--- src/sv/resampling_voice_mixer_macros.svh ---
// assertion macros for the resampling voice mixer
`ifndef RESAMPLING_VOICE_MIXER_MACROS_SVH
`define RESAMPLING_VOICE_MIXER_MACROS_SVH

// same-cycle implication, skipped while reset is high
`define RVM_ASSERT_IMP(label, clk, rst, ante, cons) \
   label: assert property (@(posedge clk) disable iff (rst) (ante) |-> (cons)) \
      else $error("rvm: assertion failed");

// next-cycle implication, skipped while reset is high
`define RVM_ASSERT_NEXT(label, clk, rst, ante, cons) \
   label: assert property (@(posedge clk) disable iff (rst) (ante) |=> (cons)) \
      else $error("rvm: assertion failed");

`endif

--- src/sv/rvm_pkg.sv ---
// shared types and constants of the resampling voice mixer
`default_nettype none

package rvm_pkg;

   localparam int SAMPLE_W    = 16;
   localparam int MIX_W       = 32;
   localparam int POS_W       = 33;
   localparam int FRAC_W      = 16;
   localparam int FRAME_W     = 17;
   localparam int IDX_W       = POS_W + 1 - FRAC_W;
   localparam int STEP_W      = 24;
   localparam int GAIN_W      = 16;
   localparam int START_W     = 32;
   localparam int CSR_INDEX_W = 3;
   localparam int CSR_DATA_W  = 24;
   localparam int REQ_DATA_W  = 128;
   localparam int RSP_DATA_W  = 64;
   localparam int ADDR_CALC_W = 21;
   localparam int PROD_W      = 35;
   localparam int INTERP_W    = 34;
   localparam int SCALED_W    = INTERP_W + GAIN_W + 1;
   localparam int ROUND_SHIFT = 28;
   localparam int VOICE_W     = SCALED_W - ROUND_SHIFT;

   localparam logic [1:0] OP_LOAD  = 2'd0;
   localparam logic [1:0] OP_START = 2'd1;
   localparam logic [1:0] OP_TICK  = 2'd2;

   localparam logic [CSR_INDEX_W-1:0] REG_FRAME_COUNT     = 3'd0;
   localparam logic [CSR_INDEX_W-1:0] REG_SOURCE_CHANNELS = 3'd1;
   localparam logic [CSR_INDEX_W-1:0] REG_OUTPUT_CHANNELS = 3'd2;
   localparam logic [CSR_INDEX_W-1:0] REG_POSITION_STEP   = 3'd3;
   localparam logic [CSR_INDEX_W-1:0] REG_GAIN            = 3'd4;
   localparam logic [CSR_INDEX_W-1:0] REG_LOOP_ENABLE     = 3'd5;

   localparam logic [1:0] CHANNELS_STEREO = 2'd2;

   localparam logic [POS_W-1:0]    POS_ROUND_UP = 33'h0_FFFF;
   localparam logic [FRAC_W:0]     FRAC_ONE     = 17'h1_0000;
   localparam logic [SCALED_W-1:0] ROUND_BIAS   = SCALED_W'(1) << (ROUND_SHIFT - 1);

   localparam logic signed [MIX_W-1:0] MIX_MAX = 32'sh7FFF_FFFF;
   localparam logic signed [MIX_W-1:0] MIX_MIN = 32'sh8000_0000;

   typedef struct packed {
      logic [FRAME_W-1:0] frame_count;
      logic [1:0]         source_channels;
      logic [1:0]         output_channels;
      logic [STEP_W-1:0]  position_step;
      logic [GAIN_W-1:0]  gain;
      logic               loop_enable;
   } cfg_type;

   localparam cfg_type CFG_RESET = '{
      frame_count:     FRAME_W'(1),
      source_channels: 2'd1,
      output_channels: 2'd2,
      position_step:   STEP_W'(65536),
      gain:            GAIN_W'(4096),
      loop_enable:     1'b0
   };

   typedef struct packed {
      logic       latch;
      logic       write;
      logic       start;
      logic       check;
      logic       read;
      logic [1:0] slot;
      logic       mul;
      logic       sum;
      logic       scale;
      logic       finish;
   } cmd_type;

   typedef struct packed {
      logic will_play;
   } status_type;

endpackage

`default_nettype wire

--- src/sv/rvm_regs.sv ---
// configuration register file of the resampling voice mixer
`default_nettype none

module rvm_regs
   import rvm_pkg::*;
(
   input  wire                    clock,
   input  wire                    reset,
   input  wire                    csr_valid,
   output logic                   csr_ready,
   input  wire [CSR_INDEX_W-1:0]  csr_index,
   input  wire [CSR_DATA_W-1:0]   csr_data,
   output cfg_type                cfg
);

   cfg_type cfg_ff;
   cfg_type cfg_in;

   always_comb begin
      cfg_in = cfg_ff;
      if (csr_valid) begin
         unique case (csr_index)
            REG_FRAME_COUNT:     cfg_in.frame_count     = csr_data[FRAME_W-1:0];
            REG_SOURCE_CHANNELS: cfg_in.source_channels = csr_data[1:0];
            REG_OUTPUT_CHANNELS: cfg_in.output_channels = csr_data[1:0];
            REG_POSITION_STEP:   cfg_in.position_step   = csr_data[STEP_W-1:0];
            REG_GAIN:            cfg_in.gain            = csr_data[GAIN_W-1:0];
            REG_LOOP_ENABLE:     cfg_in.loop_enable     = csr_data[0];
            default:             cfg_in = cfg_ff;
         endcase
      end
   end

   always_ff @(posedge clock) begin
      if (reset) begin
         cfg_ff <= CFG_RESET;
      end else begin
         cfg_ff <= cfg_in;
      end
   end

   assign csr_ready = 1'b1;
   assign cfg       = cfg_ff;

endmodule

`default_nettype wire

--- config.mk ---
export PLATFORM = sky130hd
export DESIGN_NAME = rvm_regs
export DESIGN_NICKNAME = d
export VERILOG_FILES = /design/src/sv/resampling_voice_mixer_macros.svh /design/src/sv/rvm_pkg.sv /design/src/sv/rvm_regs.sv
export SDC_FILE = /design/constraint.sdc
export NUM_CORES = 1
export LEC_CHECK = 0
export BUFFER_PORTS_ARGS = -buffer_cell sky130_fd_sc_hd__buf_4
export CORE_ASPECT_RATIO = 1.75
export CORE_MARGIN = 1
export CORE_UTILIZATION = 44
export CTS_CLUSTER_DIAMETER = 30
export DETAILED_ROUTE_END_ITERATION = 10
export PLACE_DENSITY = 0.75
export SLEW_MARGIN = 10
export SYNTH_ARGS = -nofsm -noshare
export SYNTH_HDL_FRONTEND = slang
export SYNTH_SLANG_ARGS = --single-unit
--- constraint.sdc ---
create_clock -name clock -period 1.15 [get_ports clock]
set_input_delay 0 -clock clock [delete_from_list [all_inputs] [get_ports clock]]
set_output_delay 0 -clock clock [all_outputs]
set_load 0.02 [all_outputs]
==> results.json, run 1 <==
{
  "synth_top_family_by_area": "simple AND/OR/NAND/NOR gates",
  "switchingPower_mw": 1.10,
  "wl_mm": 6.10,
  "start_util_pct": 46.2,
  "synth-simple-area-share_pct": 24.3,
  "leakage_nw": 1.81,
  "arrival_ns": 0.85,
  "multi_input_area_um2": 1260,
  "r2r-end": "cfg[46]",
  "crit_fanout": 2,
  "final_area_um2": 3850,
  "seq_power_share_pct": 46.0,
  "clock_sinks": 62,
  "whs_path_depth": 3,
  "netlist_area_um2": 2620,
  "yosys.area.top_type": "dfxtp_1",
  "cp.required_ns": 1.15,
  "grt_pass1_wl_mm": 9.73,
  "synthDominantCellAreaShare_pct": 47.4,
  "yosysWarnings": 0,
  "use_met2_pct": 35.6,
  "p_per_area_nw_per_um2": 1250,
  "rows": 36,
  "clock_latency_ns": 0.34,
  "synth_adder_area_share_pct": 0,
  "ys_top_cells_by_area": "dfxtp_1 47%, mux2i_1 24%, nand2b_1 19%, clkbuf_1 1.6%, nor2_1 1.3%",
  "outcome": "complete, no violations",
  "setup_slack_ns": 0.297,
  "grtUsageTotal_pct": 21.1,
  "drc_errors": 0,
  "critPathBufInv": 1,
  "grt_pass1_vias": 2097,
  "wl_per_cell_um": 13.8,
  "area_growth_pct": 46.8,
  "ys.flop_type": "dfxtp_1",
  "cts_tree": "built",
  "hold_violations": 0,
  "path_delay_family": "flip-flops",
  "synthArstFlopShare_pct": 0,
  "r2r-start": "cfg[46]",
  "drv_slew": 0,
  "gp_congestion": 0.710,
  "cts-root-buf": "clkbuf_8",
  "finalCriticalPeriod_ns": 0.853,
  "placed_cell_area_um2": 3390,
  "fmax_mhz": 1170,
  "io_buffers": 91,
  "die_height_um": 104,
  "synth_cell_type_count": 16,
  "clk_path_buf_depth": 2,
  "synth_common_cells": "81 x nand2b_1, 62 x dfxtp_1, 62 x mux2i_1",
  "muxShareOfSynthArea_pct": 23.7,
  "syn-num-nets": 273,
  "vias": 2046,
  "final.setup_skew_ns": 0,
  "critical_path_class": "reg2out",
  "synth_xor_area_share_pct": 0,
  "final_util_pct": 67.8,
  "maxCapViolations": 0,
  "path_clk_slew_ns": 0.07,
  "core_area_um2": 5680,
  "grt_max_degree": 43,
  "gr-usage-met3_pct": 5.60,
  "crit_chain": "buf_4",
  "synth_compound_area_share_pct": 0,
  "fillers": 457,
  "r2r_cells": 2,
  "avgSynthCellArea_um2": 10.8,
  "fp.dieArea_um2": 6280,
  "ant_nets": 0,
  "place_ws_ns": 0.0735,
  "yosysMostFrequentCell": "nand2b_1",
  "hold_path_class": "in2reg",
  "ys_ff_latch": 62,
  "crit_path_end_kind": "output pin",
  "drt_iter0_markers": 59,
  "hold_end": "cfg[0]",
  "syn_inst": 243,
  "via_per_inst": 4.64,
  "clock_power_share_pct": 42.7,
  "dpl.hpwl_mm": 4.12,
  "setup-violations-final": 0,
  "numCtsBuffers": 9,
  "drive_above_1_share_pct": 32.9,
  "largest_register_ffs": 62,
  "h-tree-depth": 3,
  "combPwrFrac_pct": 11.3,
  "critPathLaunchType": "flip-flop",
  "ir_drop_uv": 745,
  "synth-edff-count": 0,
  "diodes": 0,
  "postCtsHoldBufs": 24,
  "sw_frac_of_total_pct": 22.7,
  "dr.pass1.iters": 4,
  "period_share_pct": 74.1,
  "grt_setup_unrepaired": "no",
  "cp_slowest_cell": "dfxtp_1",
  "setup_tns_ns": 0,
  "postCtsSetupRepairBufs": 0,
  "gr-total-overflow": 0,
  "cts_resized": 0,
  "rrSetupSlack_ns": 0.53,
  "grt_busiest_layer": "met2",
  "hold_start": "csr_valid",
  "antenna_found_initial": 0,
  "met1_usage_pct": 22.3,
  "p_int_mw": 3.73,
  "fin_nets": 390,
  "cpPeakStageDelay_ns": 0.35,
  "ys_seq_area_share_pct": 47.4,
  "boundaryPins": 93,
  "seqCellArea_um2": 1240,
  "fp.dieW_um": 60.3
}
==> through the flow <==
stage,cells,hold WS (ns),total power [mW]
final,441,0.0326,4.83
after CTS,441,0.0128,4.88
after floorplan,243,0.155,2.54
after detailed placement,401,0.270,2.75
after global routing,441,0.0468,5.02
after global placement,401,0.265,2.74
==> metal layers <==
layer,up-vias,part of all wire (%)
met4,0,3.4
met2,59,54
li1,1026,-
met5,-,0
met1,946,38
met3,15,4.4
==> how the worst max path moves through the flow <==
stage | from | to | cells past startpoint
floorplan | csr_index[0] | cfg[51] | 5
global placement | csr_index[1] | cfg[56] | 3
detailed placement | csr_index[1] | cfg[60] | 3
CTS | cfg[51] | cfg[51] | 1
global route | cfg[50] | cfg[50] | 1
finish | cfg[46] | cfg[46] | 1
==> power groups by stage <==
stage / logic, mW / clock network, mW / registers, mW
after floorplan: 0.216 / 0 / 2.32
final: 0.545 / 2.06 / 2.22
after detailed placement: 0.479 / 0 / 2.27
after global placement: 0.471 / 0 / 2.27
after CTS: 0.546 / 2.11 / 2.22
after global routing: 0.584 / 2.21 / 2.22
==> cells in the final DEF, fill, tap and decap left out <==
| cell | count |
|---|---|
| buf_4 | 100 |
| nand2b_1 | 81 |
| mux2i_1 | 62 |
| dfxtp_1 | 62 |
| dlygate4sd3_1 | 24 |
| clkbuf_8 | 13 |
| nor2_1 | 9 |
| nor4bb_1 | 2 |
| nand4b_1 | 2 |
| clkinv_2 | 2 |
| buf_12 | 2 |
| nor4b_4 | 1 |
| and4b_1 | 1 |
| nand4bb_1 | 1 |
| or4b_4 | 1 |
| conb_1 | 1 |
| bufinv_16 | 1 |
==> cell type report <==
class,count,area share (%)
clock buffer,13,4.65
clock inverter,3,1.04
multi-input combinational,161,32.8
sequential,62,32.3
tap,76,2.47
timing repair buffer,126,26.8
==> cell families (layout without fill, tap and decap cells) <==
kind of cell           count (synthesis)  after routing
buffers and inverters                 20            142
muxes                                 62             62
other                                  1              1
and+or+nand+nor                       98             98
DFF                                   62             62
Power figures use the tool's default switching activity.
==> run 2, diff against run 1 <==
- CORE_UTILIZATION: 44 -> 45
- PLACE_DENSITY: 0.75 -> 0.73
- clock period: 1.15 -> 0.8 ns (I/O delays scaled with it)
==> run 2 against run 1 <==
Sequential cell count unchanged. Sequential share of layout area is 1.8 points lower. Final cell count is 5.2% higher. Register-to-register slack worse by 0.45 ns. Sequential power up 45%. Critical path depth is the same. Worst setup slack worse by 0.29 ns. Largest power group unchanged. Hold slack worse by 0.031 ns. Count of clock-buffer cells in the layout fell by 1. Global-route usage grew 0.53 points. Cell area up 12%. Critical endpoint is now cfg[30]. Utilization grew 9.7 points.
==> results.json, run 2 (synthesized netlist as in run 1, its figures left out) <==
{
  "cp.required_ns": 0.80,
  "dr.pass1.iters": 4,
  "mostFrequentLayoutCell": "nand2b_1",
  "critical_path_class": "reg2out",
  "period_share_pct": 98.7,
  "boundaryPins": 93,
  "final_cell_mix": "81 x nand2b_1, 63 x buf_6, 62 x mux2i_1, 62 x dfxtp_2, 60 x buf_4",
  "rows": 36,
  "area_growth_pct": 65.0,
  "leakage_nw": 2.00,
  "hold_violations": 0,
  "clk_path_buf_depth": 2,
  "gr-total-overflow": 0,
  "final.setup_skew_ns": 0,
  "sw_frac_of_total_pct": 22.7,
  "p_per_area_nw_per_um2": 1580,
  "combPwrFrac_pct": 12.9,
  "finalNonFillerCells": 464,
  "crit_chain": "buf_6",
  "path_clk_slew_ns": 0.07,
  "cts_tree": "built",
  "fin_nets": 413,
  "path_delay_family": "flip-flops",
  "seq_power_share_pct": 47.1,
  "drt_iter0_markers": 68,
  "final_util_pct": 77.4,
  "setup-violations-final": 0,
  "dpl.hpwl_mm": 3.95,
  "diodes": 0,
  "grtUsageTotal_pct": 21.6,
  "numCtsBuffers": 9,
  "p_int_mw": 5.28,
  "drc_errors": 0,
  "cpPeakStageDelay_ns": 0.35,
  "cts-root-buf": "clkbuf_8",
  "fp.dieArea_um2": 6150,
  "gp_congestion": 0.728,
  "largest_register_ffs": 62,
  "finalCriticalPeriod_ns": 0.790,
  "crit_fanout": 2,
  "grt_max_degree": 41,
  "wl_mm": 6.57,
  "fp.dieW_um": 59.7,
  "critPathLaunchType": "flip-flop",
  "clock_power_share_pct": 40.0,
  "ir_drop_uv": 1830,
  "core_area_um2": 5590,
  "outcome": "complete, no violations",
  "finalPower_mw": 6.83,
  "setup_tns_ns": 0,
  "hold_path_class": "in2reg",
  "vias": 2195,
  "switchingPower_mw": 1.55,
  "cp_slowest_cell": "dfxtp_2",
  "maxCapViolations": 0,
  "wl_per_cell_um": 14.2,
  "clock_latency_ns": 0.32,
  "grt_setup_unrepaired": "yes",
  "critPathBufInv": 1,
  "grt_pass1_wl_mm": 9.84,
  "start_util_pct": 46.9,
  "fmax_mhz": 1270,
  "crit_path_end_kind": "output pin",
  "ant_nets": 0,
  "via_per_inst": 4.73,
  "die_height_um": 103,
  "arrival_ns": 0.79,
  "drv_slew": 0,
  "antenna_found_initial": 0,
  "grt_pass1_vias": 2153,
  "drive_above_1_share_pct": 52.8,
  "clock_sinks": 62,
  "place_inst": 404,
  "h-tree-depth": 3,
  "io_buffers": 91
}
run 2: power by group through the flow:
stage | Combinational [mW] | Clock [mW] | Sequential (mW)
6_report | 0.878 | 2.73 | 3.22
5_1_grt | 0.934 | 2.98 | 3.22
4_1_cts | 0.838 | 2.78 | 3.22
3_5_place_dp | 0.702 | 0 | 3.26
3_3_place_gp | 0.695 | 0 | 3.26
2_1_floorplan | 0.323 | 0 | 3.34
run 2: area by class of cell:
| cell class | instances | area [µm²] |
|---|---|---|
| Multi-Input combinational cell | 161 | 1260 |
| Tap cell | 76 | 95.1 |
| Clock inverter | 4 | 45.0 |
| Timing Repair Buffer | 149 | 1450 |
| Sequential cell | 62 | 1320 |
| Fill cell | 399 | 1260 |
| Clock buffer | 12 | 155 |
run 2: final timing paths:
| check | startpoint | end | slack (ns) | cells after the start |
|---|---|---|---|---|
| setup / recovery | cfg[30] | cfg[30] | 0.01 | 1 |
| hold / removal | csr_data[15] | cfg[16] | 0.001 | 3 |
| setup reg to reg | cfg[34] | cfg[34] | 0.08 | 3 |
| hold reg to reg | cfg[37] | cfg[37] | 0.48 | 2 |
run 2: stage by stage:
step	setup WS [ns]	cell area [µm²]	hold slack [ns]
3_5_place_dp	-0.293	3420	0.272
2_1_floorplan	-0.306	2660	0.155
5_1_grt	-0.0383	4330	0.0106
4_1_cts	-0.00963	4180	0.00207
3_3_place_gp	-0.276	3420	0.263
6_report	0.0104	4330	0.00134
run 2: routing by layer:
layer	global-route usage (%)	vias up	part of all wire (%)
li1	-	1079	-
met1	23.0	1039	39
met2	37.9	63	55
met3	6.15	14	3.0
met4	10.6	0	2.8
met5	0	-	0
run 2: what timing repair did:
action,4_1_cts,5_1_grt
buffers inserted,3,18
gates resized for setup,122,3
hold buffers,23,0
endpoints found under the setup margin,61,63
endpoints found under the hold margin,40,0
==> run 3, diff against run 2 <==
- REMOVE_ABC_BUFFERS: default -> 1
==> run 3 against run 2 <==
Non-clock buffer count is 10 lower. Register-to-register slack better by 0.02 ns. Clock skew stayed put. Worst setup slack worse by 0.0067 ns. Combinational power is 2.5% lower. Utilization is 0.87 points lower. Largest cell class unchanged. Hold slack better by 0.0041 ns. Sequential power hardly changed. Critical path depth stayed put. Clock power is 11% higher. Highest routed layer unchanged. Sequential share of layout area is 0.35 points higher. Largest power group unchanged. Count of clock-buffer cells in the layout is 3 lower. Critical path type unchanged.
==> results.json, run 3 (synthesized netlist as in run 1, its figures left out) <==
{
  "setup_tns_ns": 0,
  "wl_mm": 6.29,
  "place_ws_ns": -0.295,
  "fmax_mhz": 1260,
  "dpl.hpwl_mm": 3.90,
  "crit_chain": "buf_6",
  "cp_slowest_cell": "dfxtp_2",
  "final.setup_skew_ns": 0,
  "setup-violations-final": 0,
  "grt_setup_unrepaired": "yes",
  "area_growth_pct": 63.2,
  "outcome": "complete, no violations",
  "grtUsageTotal_pct": 20.2,
  "finalPower_mw": 7.11,
  "ant_nets": 0,
  "cp.required_ns": 0.80,
  "drv_slew": 0,
  "finalCriticalPeriod_ns": 0.796,
  "ir_drop_uv": 1410,
  "cts-root-buf": "clkbuf_8",
  "path_delay_family": "flip-flops",
  "arrival_ns": 0.80,
  "cpPeakStageDelay_ns": 0.35,
  "core_area_um2": 5590,
  "diodes": 0,
  "leakage_nw": 1.95,
  "wl_per_cell_um": 13.9,
  "clock_sinks": 62,
  "final_cell_mix": "81 x nand2b_1, 62 x mux2i_1, 62 x dfxtp_2, 62 x buf_6, 52 x buf_4",
  "path_clk_slew_ns": 0.07,
  "critPathLaunchType": "flip-flop",
  "setup_slack_ns": 0.00370,
  "numCtsBuffers": 9,
  "critical_path_class": "reg2out",
  "cts_tree": "built",
  "gp_congestion": 0.808,
  "fp.dieArea_um2": 6150,
  "grt_max_degree": 43,
  "start_util_pct": 46.9,
  "maxCapViolations": 0,
  "boundaryPins": 93,
  "drive_above_1_share_pct": 52.4,
  "antenna_found_initial": 0,
  "place_inst": 403,
  "finalNonFillerCells": 454,
  "fin_nets": 403,
  "gr-total-overflow": 0,
  "crit_fanout": 2,
  "period_share_pct": 99.5,
  "h-tree-depth": 3,
  "largest_register_ffs": 62,
  "clock_latency_ns": 0.32,
  "hold_path_class": "in2reg",
  "drt_iter0_markers": 73,
  "critPathBufInv": 1,
  "grt_pass1_vias": 2024,
  "grt_pass1_wl_mm": 9.20,
  "crit_path_end_kind": "output pin",
  "drc_errors": 0,
  "via_per_inst": 4.71,
  "mostFrequentLayoutCell": "nand2b_1",
  "io_buffers": 91,
  "p_per_area_nw_per_um2": 1660,
  "clk_path_buf_depth": 2,
  "dr.pass1.iters": 4,
  "rows": 36,
  "die_height_um": 103,
  "hold_violations": 0,
  "final_util_pct": 76.6,
  "fp.dieW_um": 59.7,
  "vias": 2137
}
-- run 3: cell types whose count changed in the layout (fill, tap and decap cells not counted), sizes merged --
cell | previous run | this run
dlygate4sd3 | 23 | 21
bufinv | 1 | 2
clkbuf | 12 | 9
clkinvlp | 0 | 4
clkinv | 3 | 1
buf | 126 | 118
-- run 3: final timing paths --
check / cells after the start / slack (ns) / end / start
worst max-delay path: 1 / 0.004 / cfg[49] / cfg[49]
worst min-delay path: 3 / 0.005 / cfg[55] / csr_data[10]
worst max register to register: 3 / 0.10 / cfg[31] / cfg[31]
worst min register to register: 2 / 0.48 / cfg[61] / cfg[61]
-- run 3: final cells by class --
cell class                 instances  area (µm²)
timing repair buffer             139        1380
sequential                        62        1320
fill                             370        1310
multi-input combinational        161        1260
clock buffer                       9         124
clock inverter                     7        98.8
tap                               76        95.1
-- run 3: where the power goes --
group          internal [mW]  total [mW]  switching, mW
sequential              3.17        3.21         0.0491
clock                   1.76        3.03           1.28
combinational          0.499       0.856          0.356
total                   5.42        7.11           1.68
-- run 3: metrics by stage --
stage | hold slack, ns | cell area (µm²)
floorplan | 0.155 | 2500
global placement | 0.263 | 3430
detailed placement | 0.274 | 3430
CTS | 0.000381 | 4200
global route | 0.0167 | 4280
finish | 0.00541 | 4280
-- run 3: what timing repair did --
item                       4_1_cts  5_1_grt
hold buffers                    21        0
setup endpoints to repair       62       37
buffers inserted                 4       10
gates resized for setup        124        0
hold endpoints to repair        43        0
-- run 3: layer usage --
metal	GRT usage [%]	wire length, µm	vias up
li1	-	-	1053
met1	21.5	2470	1018
met2	36.7	3490	56
met3	3.39	198	10
met4	10.7	130	0
met5	0	0	-
