File: config.mk
export PLATFORM = sky130hd
export DESIGN_NAME = rvm_ctrl
export DESIGN_NICKNAME = d
export VERILOG_FILES = /design/src/sv/resampling_voice_mixer_macros.svh /design/src/sv/rvm_pkg.sv /design/src/sv/rvm_ctrl.sv
export SDC_FILE = /design/constraint.sdc
export NUM_CORES = 1
export LEC_CHECK = 0
export BUFFER_PORTS_ARGS = -buffer_cell sky130_fd_sc_hd__buf_4
export CORE_UTILIZATION = 30
export DETAILED_ROUTE_END_ITERATION = 7
export PLACE_DENSITY = 0.61
export SYNTH_ARGS = -nofsm -noshare
export SYNTH_HDL_FRONTEND = slang
export SYNTH_SLANG_ARGS = --single-unit
File: constraint.sdc
create_clock -name clock -period 1.19 [get_ports clock]
set_clock_uncertainty 0.1 [all_clocks]
set_input_delay 0.238 -clock clock [delete_from_list [all_inputs] [get_ports clock]]
set_output_delay 0.238 -clock clock [all_outputs]
set_load 0.03 [all_outputs]
File: src/sv/resampling_voice_mixer_macros.svh
// assertion macros for the resampling voice mixer
`ifndef RESAMPLING_VOICE_MIXER_MACROS_SVH
`define RESAMPLING_VOICE_MIXER_MACROS_SVH

// same-cycle implication, skipped while reset is high
`define RVM_ASSERT_IMP(label, clk, rst, ante, cons) \
   label: assert property (@(posedge clk) disable iff (rst) (ante) |-> (cons)) \
      else $error("rvm: assertion failed");

// next-cycle implication, skipped while reset is high
`define RVM_ASSERT_NEXT(label, clk, rst, ante, cons) \
   label: assert property (@(posedge clk) disable iff (rst) (ante) |=> (cons)) \
      else $error("rvm: assertion failed");

`endif

File: src/sv/rvm_pkg.sv
// shared types and constants of the resampling voice mixer
`default_nettype none

package rvm_pkg;

   localparam int SAMPLE_W    = 16;
   localparam int MIX_W       = 32;
   localparam int POS_W       = 33;
   localparam int FRAC_W      = 16;
   localparam int FRAME_W     = 17;
   localparam int IDX_W       = POS_W + 1 - FRAC_W;
   localparam int STEP_W      = 24;
   localparam int GAIN_W      = 16;
   localparam int START_W     = 32;
   localparam int CSR_INDEX_W = 3;
   localparam int CSR_DATA_W  = 24;
   localparam int REQ_DATA_W  = 128;
   localparam int RSP_DATA_W  = 64;
   localparam int ADDR_CALC_W = 21;
   localparam int PROD_W      = 35;
   localparam int INTERP_W    = 34;
   localparam int SCALED_W    = INTERP_W + GAIN_W + 1;
   localparam int ROUND_SHIFT = 28;
   localparam int VOICE_W     = SCALED_W - ROUND_SHIFT;

   localparam logic [1:0] OP_LOAD  = 2'd0;
   localparam logic [1:0] OP_START = 2'd1;
   localparam logic [1:0] OP_TICK  = 2'd2;

   localparam logic [CSR_INDEX_W-1:0] REG_FRAME_COUNT     = 3'd0;
   localparam logic [CSR_INDEX_W-1:0] REG_SOURCE_CHANNELS = 3'd1;
   localparam logic [CSR_INDEX_W-1:0] REG_OUTPUT_CHANNELS = 3'd2;
   localparam logic [CSR_INDEX_W-1:0] REG_POSITION_STEP   = 3'd3;
   localparam logic [CSR_INDEX_W-1:0] REG_GAIN            = 3'd4;
   localparam logic [CSR_INDEX_W-1:0] REG_LOOP_ENABLE     = 3'd5;

   localparam logic [1:0] CHANNELS_STEREO = 2'd2;

   localparam logic [POS_W-1:0]    POS_ROUND_UP = 33'h0_FFFF;
   localparam logic [FRAC_W:0]     FRAC_ONE     = 17'h1_0000;
   localparam logic [SCALED_W-1:0] ROUND_BIAS   = SCALED_W'(1) << (ROUND_SHIFT - 1);

   localparam logic signed [MIX_W-1:0] MIX_MAX = 32'sh7FFF_FFFF;
   localparam logic signed [MIX_W-1:0] MIX_MIN = 32'sh8000_0000;

   typedef struct packed {
      logic [FRAME_W-1:0] frame_count;
      logic [1:0]         source_channels;
      logic [1:0]         output_channels;
      logic [STEP_W-1:0]  position_step;
      logic [GAIN_W-1:0]  gain;
      logic               loop_enable;
   } cfg_type;

   localparam cfg_type CFG_RESET = '{
      frame_count:     FRAME_W'(1),
      source_channels: 2'd1,
      output_channels: 2'd2,
      position_step:   STEP_W'(65536),
      gain:            GAIN_W'(4096),
      loop_enable:     1'b0
   };

   typedef struct packed {
      logic       latch;
      logic       write;
      logic       start;
      logic       check;
      logic       read;
      logic [1:0] slot;
      logic       mul;
      logic       sum;
      logic       scale;
      logic       finish;
   } cmd_type;

   typedef struct packed {
      logic will_play;
   } status_type;

endpackage

`default_nettype wire

File: src/sv/rvm_ctrl.sv
// controller state machine of the resampling voice mixer
`default_nettype none

module rvm_ctrl
   import rvm_pkg::*;
(
   input  wire         clock,
   input  wire         reset,
   input  wire         req_tvalid,
   output logic        req_tready,
   input  wire [1:0]   req_op,
   output logic        rsp_tvalid,
   input  wire         rsp_tready,
   input  wire status_type status,
   output cmd_type     cmd
);

   typedef enum logic [3:0] {
      ST_IDLE,
      ST_WRITE,
      ST_START,
      ST_CHECK,
      ST_READ,
      ST_LAST,
      ST_MUL,
      ST_SUM,
      ST_SCALE,
      ST_FIN
   } state_type;

   localparam logic [1:0] SLOT_LAST = 2'd3;

   state_type  state_ff, state_in;
   logic [1:0] slot_ff, slot_in;
   logic       rsp_valid_ff, rsp_valid_in;

   always_comb begin
      state_in = state_ff;
      slot_in  = slot_ff;
      cmd      = '0;
      unique case (state_ff)
         ST_IDLE: begin
            if (req_tvalid) begin
               cmd.latch = 1'b1;
               unique case (req_op)
                  OP_LOAD:  state_in = ST_WRITE;
                  OP_START: state_in = ST_START;
                  OP_TICK:  state_in = ST_CHECK;
                  default:  state_in = ST_IDLE;
               endcase
            end
         end
         ST_WRITE: begin
            cmd.write = 1'b1;
            state_in  = ST_IDLE;
         end
         ST_START: begin
            cmd.start = 1'b1;
            state_in  = ST_IDLE;
         end
         ST_CHECK: begin
            cmd.check = 1'b1;
            slot_in   = '0;
            state_in  = status.will_play ? ST_READ : ST_FIN;
         end
         ST_READ: begin
            // lo left, lo right, hi left, hi right on the single read port (a mono source reads lo, lo, hi, hi)
            cmd.read = 1'b1;
            cmd.slot = slot_ff;
            slot_in  = slot_ff + 2'd1;
            if (slot_ff == SLOT_LAST) begin
               state_in = ST_LAST;
            end
         end
         ST_LAST: begin
            state_in = ST_MUL;
         end
         ST_MUL: begin
            cmd.mul  = 1'b1;
            state_in = ST_SUM;
         end
         ST_SUM: begin
            cmd.sum  = 1'b1;
            state_in = ST_SCALE;
         end
         ST_SCALE: begin
            cmd.scale = 1'b1;
            state_in  = ST_FIN;
         end
         ST_FIN: begin
            // hold here while the previous result is still untaken
            if (!rsp_valid_ff || rsp_tready) begin
               cmd.finish = 1'b1;
               state_in   = ST_IDLE;
            end
         end
         default: state_in = ST_IDLE;
      endcase
   end

   always_comb begin
      rsp_valid_in = rsp_valid_ff;
      if (cmd.finish) begin
         rsp_valid_in = 1'b1;
      end else if (rsp_tready) begin
         rsp_valid_in = 1'b0;
      end
   end

   always_ff @(posedge clock) begin
      if (reset) begin
         state_ff     <= ST_IDLE;
         slot_ff      <= '0;
         rsp_valid_ff <= 1'b0;
      end else begin
         state_ff     <= state_in;
         slot_ff      <= slot_in;
         rsp_valid_ff <= rsp_valid_in;
      end
   end

   assign req_tready = (state_ff == ST_IDLE);
   assign rsp_tvalid = rsp_valid_ff;

endmodule

`default_nettype wire

==> qor.txt, run 1 <==
Status -> finished with violations
Violated checks -> setup timing
Final hold violation count -> 0
# diodes -> 0
FF+latch count, synth -> 7
CTS tree -> built
Finish-stage setup viols -> 17
Sequential share of power -> 38.3%
Row cnt -> 15
CP max stage delay -> 0.36 ns
Sw power -> 0.197 mW
Leak -> 0.490 nW
Setup ws final -> -0.450 ns
Final period utilization -> 138%
CP Cell Sequence -> buf_4, nand2b_4, or2_4, inv_2, buf_6
Initial Util -> 32.2%
Critical Path Start Type -> flip-flop
Post-route cell area -> 1120 um^2
Clock insertion delay at the later pin of the skew report -> 0.25 ns
Maximum vdd drop -> 0.000607 V
Initial DRT Pass Iterations -> 4
Post-synthesis compound-gate area fraction -> 10.9%
Worst Path Arrival -> 1.30 ns
Synth Area in Adders -> 6.68%
R2r setup slk -> -0.26 ns
Pin count of the biggest net entering global routing -> 12
Synth Flop Type -> dfxtp_1
DRC violations left -> 0
Worst r2r dst -> state_ff[1]$_SDFFE_PP0P_
Slew Viols, Final -> 0
Buffers on Ports -> 19
Crit. End Element -> primary output
H-tree levels -> 1
Maximum clock insertion buffer count -> 2
Hold path cells -> 2
Mapped cell area -> 562 um^2
Top Ports -> 20
Synth Area in Simple Gates -> 42.8%
Routed wire length -> 1630 um
Clk slew on worst S/H paths -> 0.05 ns
Tightest Hold Check Type -> input port to flip-flop
Initial DRC Count -> 15
Post-synth EDFFs -> 0
Mux contribution to synthesized area -> 1.78%
Share of cells above drive strength 1 -> 70.8%
Total CTS buffers -> 3
Achievable clock frequency -> 610 MHz
CORE AREA -> 1750 um^2
R2R cell count -> 5
R2r startpoint -> state_ff[1]$_SDFFE_PP0P_
Post-synth net total -> 75
Register area share after synthesis -> 24.9%
Xor/xnor share of the synthesized area -> 1.56%
Global-route wire length before repair -> 2410 um
Overall die height -> 45.3 um
Clk sink count -> 7
Hold-critical path endpoint -> state_ff[3]$_SDFFE_PP0P_
Synth warnings -> 0
Slowest CP cell -> dfxtp_4
Cell variety after synth -> 26
Post-Synthesis Cells -> 65
Clock power share -> 32.2%
Number of global-route vias before repair -> 568
Pwr dens -> 592 nW/um^2
Logic pwr share -> 29.5%
Grt ovf -> 0
Vias per inst -> 4.85
Final Wtd Congestion -> 0.714
Int Power -> 0.469 mW
Main combinational cell family by area after synthesis -> simple AND/OR/NAND/NOR gates
RSZ-0062 raised after global routing -> yes
Detail Route Antenna Nets -> 0
GRT Util Overall -> 16.3%
Max-Cap Viols -> 0
Sum of negative setup slack -> -5.67 ns
Layout Nets -> 117
Setup CP Type -> flip-flop to primary output
Slew Limit Headroom -> 81.3%
Hold path start -> reset
Final period demand of the worst path -> 1.64 ns
Slew @ Worst Pin -> 0.280 ns
Via Count -> 635
Syn Area/Cell -> 8.64 um^2
Power consumption -> 0.666 mW
HPWL Detailed -> 1020 um
Root Driver -> clkbuf_4
Die X -> 45.3 um
DR WL/cell -> 12.5 um
Initial antenna violation count -> 0
Layout area overhead -> 100%
Die area -> 2050 um^2
CP max FO -> 3
Required time worst endpoint -> 0.85 ns
FFs w/ async S/R, synth -> 0%
Switching portion of total power -> 29.5%
Cell Area, Placed -> 843 um^2
==> cells in the final DEF, fill, tap and decap left out, types with 3 or more instances in the layout <==
cell	instances
buf_4	21
buf_6	19
nor2_1	8
inv_1	3
nand2b_4	3
and2_4	3
nor3_1	3
a21oi_1	3
ha_1	3
clkbuf_4	3
dfxtp_4	3
==> power by group through the flow <==
stage          sequential, mW  combinational [mW]  clock (mW)
2_1_floorplan           0.253               0.109           0
3_5_place_dp            0.261               0.156           0
4_1_cts                 0.252               0.183       0.221
5_1_grt                 0.256               0.212       0.236
3_3_place_gp            0.260               0.153           0
6_report                0.255               0.196       0.214
==> state kept, by name, summed over array words and instances, names as in the netlist <==
register    cells
slot_ff         2
state_ff        4
rsp_tvalid      1
==> through the flow <==
| stage | setup WS (ns) | util, % | cells | hold WS, ns |
|---|---|---|---|---|
| finish | -0.450 | 64.4 | 131 | 0.0959 |
| global route | -0.500 | 64.4 | 131 | 0.0951 |
| CTS | -0.473 | 58.1 | 128 | 0.103 |
| detailed placement | -0.244 | 48.3 | 118 | 0.371 |
| global placement | -0.209 | 48.3 | 118 | 0.367 |
| floorplan | -0.444 | - | 65 | 0.200 |
==> critical path: cells and delay by family, from the launching register on <==
kind                   cells  cell delay, ns
AND/OR/NAND/NOR            2            0.38
flip-flops                 1            0.36
buffers and inverters      3            0.31
==> routing by layer <==
| metal | track usage [%] | wire length [um] | vias up |
|---|---|---|---|
| li1 | - | - | 315 |
| met1 | 20.6 | 653 | 298 |
| met2 | 28.1 | 880 | 18 |
| met3 | 4.80 | 58 | 4 |
| met4 | 1.82 | 40 | 0 |
| met5 | 0 | 0 | - |
==> how the worst max path moves through the flow <==
stage | start | to | slack, ns
final | state_ff[3]$_SDFFE_PP0P_ | cmd[2] | -0.45
after global routing | state_ff[3]$_SDFFE_PP0P_ | cmd[4] | -0.50
after CTS | state_ff[1]$_SDFFE_PP0P_ | cmd[4] | -0.47
after detailed placement | state_ff[0]$_SDFFE_PP0P_ | cmd[4] | -0.24
after global placement | state_ff[2]$_SDFFE_PP0P_ | state_ff[0]$_SDFFE_PP0P_ | -0.21
after floorplan | state_ff[3]$_SDFFE_PP0P_ | cmd[4] | -0.44
==> cell usage after synthesis (2+ instances only) <==
cell type / number / area share [%]
and2_1: 3 / 3.3
dfxtp_1: 7 / 25
a21oi_1: 4 / 3.6
nor4b_1: 2 / 3.1
buf_4: 2 / 2.7
ha_1: 3 / 6.7
buf_6: 3 / 6.0
nand2b_1: 4 / 4.5
nor4_2: 3 / 6.7
nor3_1: 6 / 5.3
nor2_1: 10 / 6.7
inv_1: 4 / 2.7
==> logic make-up after synthesis <==
logic type,count (synthesis)
buf+inv,9
simple gates,35
fa+ha+maj,3
flops,7
xor+xnor,1
compound gates,9
mux,1
==> what timing repair did <==
item / in CTS / in global routing
pin swaps: 8 / 14
endpoints found under the setup margin: 17 / 18
buffers inserted: 6 / 4
resized for setup: 27 / 16
hold buffers: 0 / 0
==> area by class of cell <==
| cell class | instances | area [um^2] |
|---|---|---|
| Timing Repair Buffer | 42 | 407 |
| Clock buffer | 4 | 26.3 |
| Sequential cell | 7 | 154 |
| Fill cell | 142 | 621 |
| Multi-Input combinational cell | 49 | 492 |
| Inverter | 4 | 15.0 |
| Tap cell | 25 | 31.3 |
(Power assumes the default switching activity.)
==> run 2, diff against run 1 <==
--- a/config.mk
+++ b/config.mk
@@ -8,7 +8,8 @@
 export BUFFER_PORTS_ARGS = -buffer_cell sky130_fd_sc_hd__buf_4
 export CORE_UTILIZATION = 30
 export DETAILED_ROUTE_END_ITERATION = 7
-export PLACE_DENSITY = 0.61
+export GPL_TIMING_DRIVEN = 1
+export PLACE_DENSITY = 0.59
 export SYNTH_ARGS = -nofsm -noshare
 export SYNTH_HDL_FRONTEND = slang
 export SYNTH_SLANG_ARGS = --single-unit
==> constraint.sdc (replaced) <==
create_clock -name clock -period 1.85 [get_ports clock]
set_clock_uncertainty 0.1 [all_clocks]
set_input_delay 0.37 -clock clock [delete_from_list [all_inputs] [get_ports clock]]
set_output_delay 0.37 -clock clock [all_outputs]
set_load 0.03 [all_outputs]
==> run 2 against run 1 <==
Against the previous run:
- the flow now finishes without violations
- power is 40% lower
- setup slack better by 0.49 ns
- final cell count is 8.4% lower
- via count is 14% lower
- sequential power is 38% lower
- critical path type unchanged
- critical endpoint is now cmd[5]
- largest cell class unchanged
- largest power group unchanged
- highest routed layer is now met3
==> qor.txt, run 2 (synthesized netlist as in run 1, its figures left out) <==
Status -> completed
Setup CP Type -> flip-flop to primary output
Fill count -> 178 (+25%)
Critical Path Stages -> 3 (-2)
Combined area of the multi-input logic cells -> 373 um^2 (-24%)
DR WL/cell -> 10.9 um (-12%)
Commonest non-fill, non-tap cells in the layout -> buf_4, nor2_1, nor3_1
Final period demand of the worst path -> 1.81 ns
Initial Util -> 32.2% (unchanged)
Final period utilization -> 97.6%
Required time worst endpoint -> 1.38 ns (+0.53 ns)
Layout Nets -> 106 (-9.4%)
Max-Cap Viols -> 0 (unchanged)
R2R cell count -> 5 (unchanged)
Worst path buffer plus inverter count -> 1 (-2)
H-tree levels -> 1 (unchanged)
Final Core Density -> 48.3% (-16 points)
CP Cell Sequence -> nor4b_4, and2_1, buf_4
Initial DRC Count -> 2 (-13)
Tightest Hold Check Type -> input port to flip-flop
Pin count of the biggest net entering global routing -> 11 (-1)
Cell family with most CP delay -> simple AND/OR/NAND/NOR gates
Routed wire length -> 1310 um (-20%)
CP max stage delay -> 0.38 ns (+0.02 ns)
Final hold violation count -> 0 (unchanged)
DRC violations left -> 0 (unchanged)
Biggest register -> state_ff
Worst Path Arrival -> 1.34 ns (+0.04 ns)
Final Wtd Congestion -> 0.734 (+2.9%)
CTS Hold Buffers Added -> 0 (unchanged)
Vias per inst -> 4.56 (-6.0%)
Row cnt -> 15 (unchanged)
Grt ovf -> 0 (unchanged)
CORE AREA -> 1750 um^2 (unchanged)
Root Driver -> clkbuf_4
Number of global-route vias before repair -> 425 (-25%)
Top Ports -> 20 (unchanged)
Power consumption -> 0.399 mW (-40%)
Detail Route Antenna Nets -> 0 (unchanged)
Share of cells above drive strength 1 -> 49.5% (-21 points)
CTS tree -> built
Layout area overhead -> 50.1%
Clk slew on worst S/H paths -> 0.05 ns (about the same)
Finish-stage setup viols -> 0 (-17)
Setup ws final -> 0.0438 ns (+0.494 ns)
Crit. End Element -> primary output
Maximum clock insertion buffer count -> 2 (unchanged)
GRT Util Overall -> 12.0% (-4.3 points)
Overall die height -> 45.3 um (unchanged)
Slew @ Worst Pin -> 0.328 ns (+0.0484 ns)
Initial DRT Pass Iterations -> 4 (unchanged)
Via Count -> 547 (-14%)
# diodes -> 0 (unchanged)
HPWL Detailed -> 942 um (-7.7%)
Global-route wire length before repair -> 1790 um (-25%)
Die X -> 45.3 um (unchanged)
Clk sink count -> 7 (unchanged)
Maximum vdd drop -> 0.000424 V (-30%)
Hold slack -> 0.233 ns (+0.137 ns)
Critical Path Start Type -> flip-flop
Max reg flops -> 4 (unchanged)
Register area -> 153 um^2 (-0.81%)
Die area -> 2050 um^2 (unchanged)
Slew Viols, Final -> 0 (unchanged)
CP max FO -> 8 (+5)
Initial antenna violation count -> 0 (unchanged)
Place WS -> 0.157 ns (+0.401 ns)
Slew Limit Headroom -> 78.0% (-3.2 points)
Total CTS buffers -> 3 (unchanged)
Hold path cells -> 2 (unchanged)
Slowest CP cell -> dfxtp_4
Pwr dens -> 473 nW/um^2 (-20%)
Buffers on Ports -> 19 (unchanged)
Achievable clock frequency -> 554 MHz
Clock insertion delay at the later pin of the skew report -> 0.25 ns (about the same)
Most common cell after layout, fill and taps aside -> buf_4
Leak -> 0.382 nW (-22%)
run 2: repair_timing:
item	CTS	global route
buffers inserted	0	8
gates resized for setup	4	6
endpoints found under the setup margin	8	5
pin swaps	1	3
hold endpoints to repair	0	0
run 2: final cells by class:
| class | instances | share of cell area [%] |
|---|---|---|
| Sequential cell | 7 | 18.1 |
| Inverter | 4 | 1.78 |
| Multi-Input combinational cell | 49 | 44.2 |
| Clock inverter | 1 | 0.593 |
| Clock buffer | 3 | 2.67 |
| Tap cell | 25 | 3.71 |
| Timing Repair Buffer | 31 | 28.9 |
run 2: power breakdown:
part / internal [mW] / switching (mW)
logic: 0.0506 / 0.0524
clock network: 0.0790 / 0.0586
registers: 0.152 / 0.00662
total: 0.281 / 0.118
run 2: per-stage QoR:
step	cells	instance area (um^2)	setup TNS, ns
after floorplan	65	577	0
after global placement	108	732	0
after detailed placement	108	732	0
after CTS	112	767	0
after global routing	120	843	-0.0234
final	120	843	0
run 2: worst paths after layout:
kind                                          startpoint                  endpoint  slack, ns
worst max-delay path            state_ff[1]$_SDFFE_PP0P_                    cmd[5]       0.04
worst min-delay path                               reset  state_ff[1]$_SDFFE_PP0P_       0.23
worst max register to register  state_ff[1]$_SDFFE_PP0P_   slot_ff[1]$_SDFFE_PP0P_       0.47
worst min register to register   slot_ff[1]$_SDFFE_PP0P_   slot_ff[1]$_SDFFE_PP0P_       0.43
run 2: layer usage:
layer  track usage (%)  vias up  part of all wire, %
met5                 0        -                    0
met4              1.82        0                    0
met3              4.80        0                  3.7
met2              19.1       14                   52
met1              15.5      248                   45
li1                  -      285                    -
==> run 3, diff against run 2 <==
--- a/config.mk
+++ b/config.mk
@@ -6,10 +6,10 @@
 export NUM_CORES = 1
 export LEC_CHECK = 0
 export BUFFER_PORTS_ARGS = -buffer_cell sky130_fd_sc_hd__buf_4
-export CORE_UTILIZATION = 30
+export CORE_UTILIZATION = 37
 export DETAILED_ROUTE_END_ITERATION = 7
 export GPL_TIMING_DRIVEN = 1
-export PLACE_DENSITY = 0.59
+export PLACE_DENSITY = 0.68
 export SYNTH_ARGS = -nofsm -noshare
 export SYNTH_HDL_FRONTEND = slang
 export SYNTH_SLANG_ARGS = --single-unit
==> constraint.sdc (replaced) <==
create_clock -name clock -period 1.75 [get_ports clock]
set_clock_uncertainty 0.1 [all_clocks]
set_input_delay 0.35 -clock clock [delete_from_list [all_inputs] [get_ports clock]]
set_output_delay 0.35 -clock clock [all_outputs]
set_load 0.03 [all_outputs]
==> run 3 against run 2 <==
Against the previous run:
- the run now ends with setup timing left
- core utilization is 19 points higher
- global-route usage is 7.0 points higher
- count of clock-buffer cells in the layout is 1 higher
- flip-flop and latch count stayed put
- worst hold slack worse by 0.030 ns
- final cell count is 3.3% lower
- sequential power is 8% higher
- die area is 18% lower
- critical path depth stayed put
- wire length is 17% higher
- critical endpoint is now cmd[4]
- highest routed layer is now met4
==> qor.txt, run 3 (synthesized netlist as in run 1, its figures left out) <==
HPWL Detailed -> 989 um (+4.9%)
Worst Path Arrival -> 1.35 ns (about the same)
Slew @ Worst Pin -> 0.348 ns (+0.0194 ns)
Biggest register -> state_ff
Maximum vdd drop -> 0.000301 V (-29%)
Initial DRT Pass Iterations -> 4 (unchanged)
Global-route wire length before repair -> 1990 um (+11%)
Worst setup startpoint -> state_ff[0]$_SDFFE_PP0P_
Layout area overhead -> 62.6%
Violated checks -> setup timing
Pin count of the biggest net entering global routing -> 13 (+2)
Clk slew on worst S/H paths -> 0.06 ns (about the same)
Initial DRC Count -> 23 (+21)
Commonest non-fill, non-tap cells in the layout -> buf_4, nor2_1, nor3_1
Total CTS buffers -> 3 (unchanged)
Max reg flops -> 4 (unchanged)
DRC violations left -> 0 (unchanged)
Top Ports -> 20 (unchanged)
Status -> finished with violations
GRT Util Overall -> 19.0% (+7.0 points)
Register area -> 155 um^2 (+1.6%)
Routed wire length -> 1540 um (+17%)
R2r startpoint -> state_ff[0]$_SDFFE_PP0P_
Initial Util -> 41.6% (+9.4 points)
H-tree levels -> 1 (unchanged)
Sum of negative setup slack -> -0.119 ns (-0.119 ns)
Tightest Hold Check Type -> input port to flip-flop
Layout Nets -> 112 (+5.7%)
Leak -> 0.425 nW (+11%)
Via Count -> 592 (+8.2%)
Hold path start -> reset
CP max FO -> 5 (-3)
CTS Hold Buffers Added -> 0 (unchanged)
Buffers on Ports -> 19 (unchanged)
Max-Cap Viols -> 0 (unchanged)
Slowest CP cell -> dfxtp_4
Detail Route Antenna Nets -> 0 (unchanged)
Cell Area, Placed -> 752 um^2 (+2.7%)
CORE AREA -> 1350 um^2 (-23%)
Setup ws final -> -0.0456 ns (-0.0893 ns)
Die X -> 41.0 um (-9.5%)
Hold slack -> 0.203 ns (-0.0300 ns)
Crit. End Element -> primary output
Row cnt -> 13 (-2)
Achievable clock frequency -> 557 MHz
Clk sink count -> 7 (unchanged)
Overall die height -> 41.0 um (-9.5%)
Required time worst endpoint -> 1.30 ns (-0.08 ns)
Setup CP Type -> flip-flop to primary output
Final hold violation count -> 0 (unchanged)
Root Driver -> clkbuf_4
Slew Limit Headroom -> 76.5% (-1.5 points)
Maximum clock insertion buffer count -> 2 (unchanged)
Post-route cell area -> 913 um^2 (+8.3%)
Die area -> 1680 um^2 (-18%)
Pwr dens -> 482 nW/um^2 (+2.0%)
Number of global-route vias before repair -> 452 (+6.4%)
CTS tree -> built
DR WL/cell -> 13.3 um (+21%)
Fill count -> 116 (-35%)
Most common cell after layout, fill and taps aside -> buf_4
Vias per inst -> 5.10 (+12%)
RSZ-0062 raised after global routing -> yes
Share of cells above drive strength 1 -> 55.4% (+6.0 points)
Finish-stage setup viols -> 4 (+4)
CP max stage delay -> 0.37 ns (about the same)
Final period demand of the worst path -> 1.80 ns
Combined area of the multi-input logic cells -> 385 um^2 (+3.4%)
CP Cell Sequence -> nor4b_4, and2_4, buf_6
Initial antenna violation count -> 0 (unchanged)
Grt ovf -> 0 (unchanged)
# diodes -> 0 (unchanged)
Critical Path Start Type -> flip-flop
Final period utilization -> 103%
Slew Viols, Final -> 0 (unchanged)
Worst path buffer plus inverter count -> 1 (unchanged)
Cell family with most CP delay -> simple AND/OR/NAND/NOR gates
Clock insertion delay at the later pin of the skew report -> 0.27 ns (+0.02 ns)
Final Wtd Congestion -> 0.779 (+6.2%)
==> run 3: cell count changes in the layout (fill, tap and decap cells not counted) <==
cell / previous run / this run
buf_4: 28 / 31
clkinv_2: 1 / 0
buf_8: 0 / 1
nor3_2: 0 / 1
and2_1: 3 / 0
dfxtp_4: 3 / 4
buf_12: 0 / 1
clkbuf_1: 0 / 1
and2_4: 0 / 3
dfxtp_2: 1 / 0
buf_6: 3 / 4
nor3_1: 6 / 5
==> run 3: what timing repair did <==
action | 4_1_cts | 5_1_grt
endpoints found under the setup margin | 12 | 9
pin swaps | 3 | 5
buffers inserted | 6 | 5
gates resized for setup | 10 | 6
==> run 3: layout make-up <==
type                       count  area share [%]
tap                           15            2.05
multi-input combinational     49            42.2
sequential                     7            17.0
clock buffer                   4            2.88
inverter                       4            1.64
timing repair buffer          37            34.2
==> run 3: final timing paths <==
path                                    to  slack, ns  cells after the start
setup / recovery                    cmd[4]      -0.05                      3
hold / removal    state_ff[1]$_SDFFE_PP0P_       0.20                      2
hold reg to reg   state_ff[2]$_SDFFE_PP0P_       0.41                      1
setup reg to reg   slot_ff[1]$_SDFFE_PP0P_       0.17                      7
==> run 3: power by group <==
part,switching (mW),leakage [nW],internal [mW]
Clock,0.0683,0.0150,0.0875
Sequential,0.0105,0.0597,0.159
Combinational,0.0550,0.350,0.0600
Total,0.134,0.425,0.307
==> run 3: worst register-to-register path: cells and delay by family (launching register included) <==
| kind | cells | cell delay [ns] |
|---|---|---|
| AND/OR/NAND/NOR | 3 | 0.46 |
| flip-flops | 1 | 0.37 |
| buffers and inverters | 3 | 0.37 |
| AO/OA/AOI/OAI | 1 | 0.14 |
==> run 3: through the flow <==
stage / util (%) / total power [mW] / worst slack [ns] / instances
6_report: 67.7 / 0.441 / -0.0456 / 116
5_1_grt: 67.7 / 0.474 / -0.0970 / 116
4_1_cts: 62.6 / 0.431 / -0.00834 / 111
3_5_place_dp: 55.7 / 0.277 / 0.0854 / 101
3_3_place_gp: 55.7 / 0.276 / 0.126 / 101
2_1_floorplan: - / 0.243 / -0.0207 / 65
==> run 3: routing by layer <==
layer	track usage, %	part of all wire [%]	up-vias
met5	0	0	-
met2	28.5	55	13
met3	8.70	3.8	2
met1	22.9	40	280
met4	8.33	1.2	0
li1	-	-	297
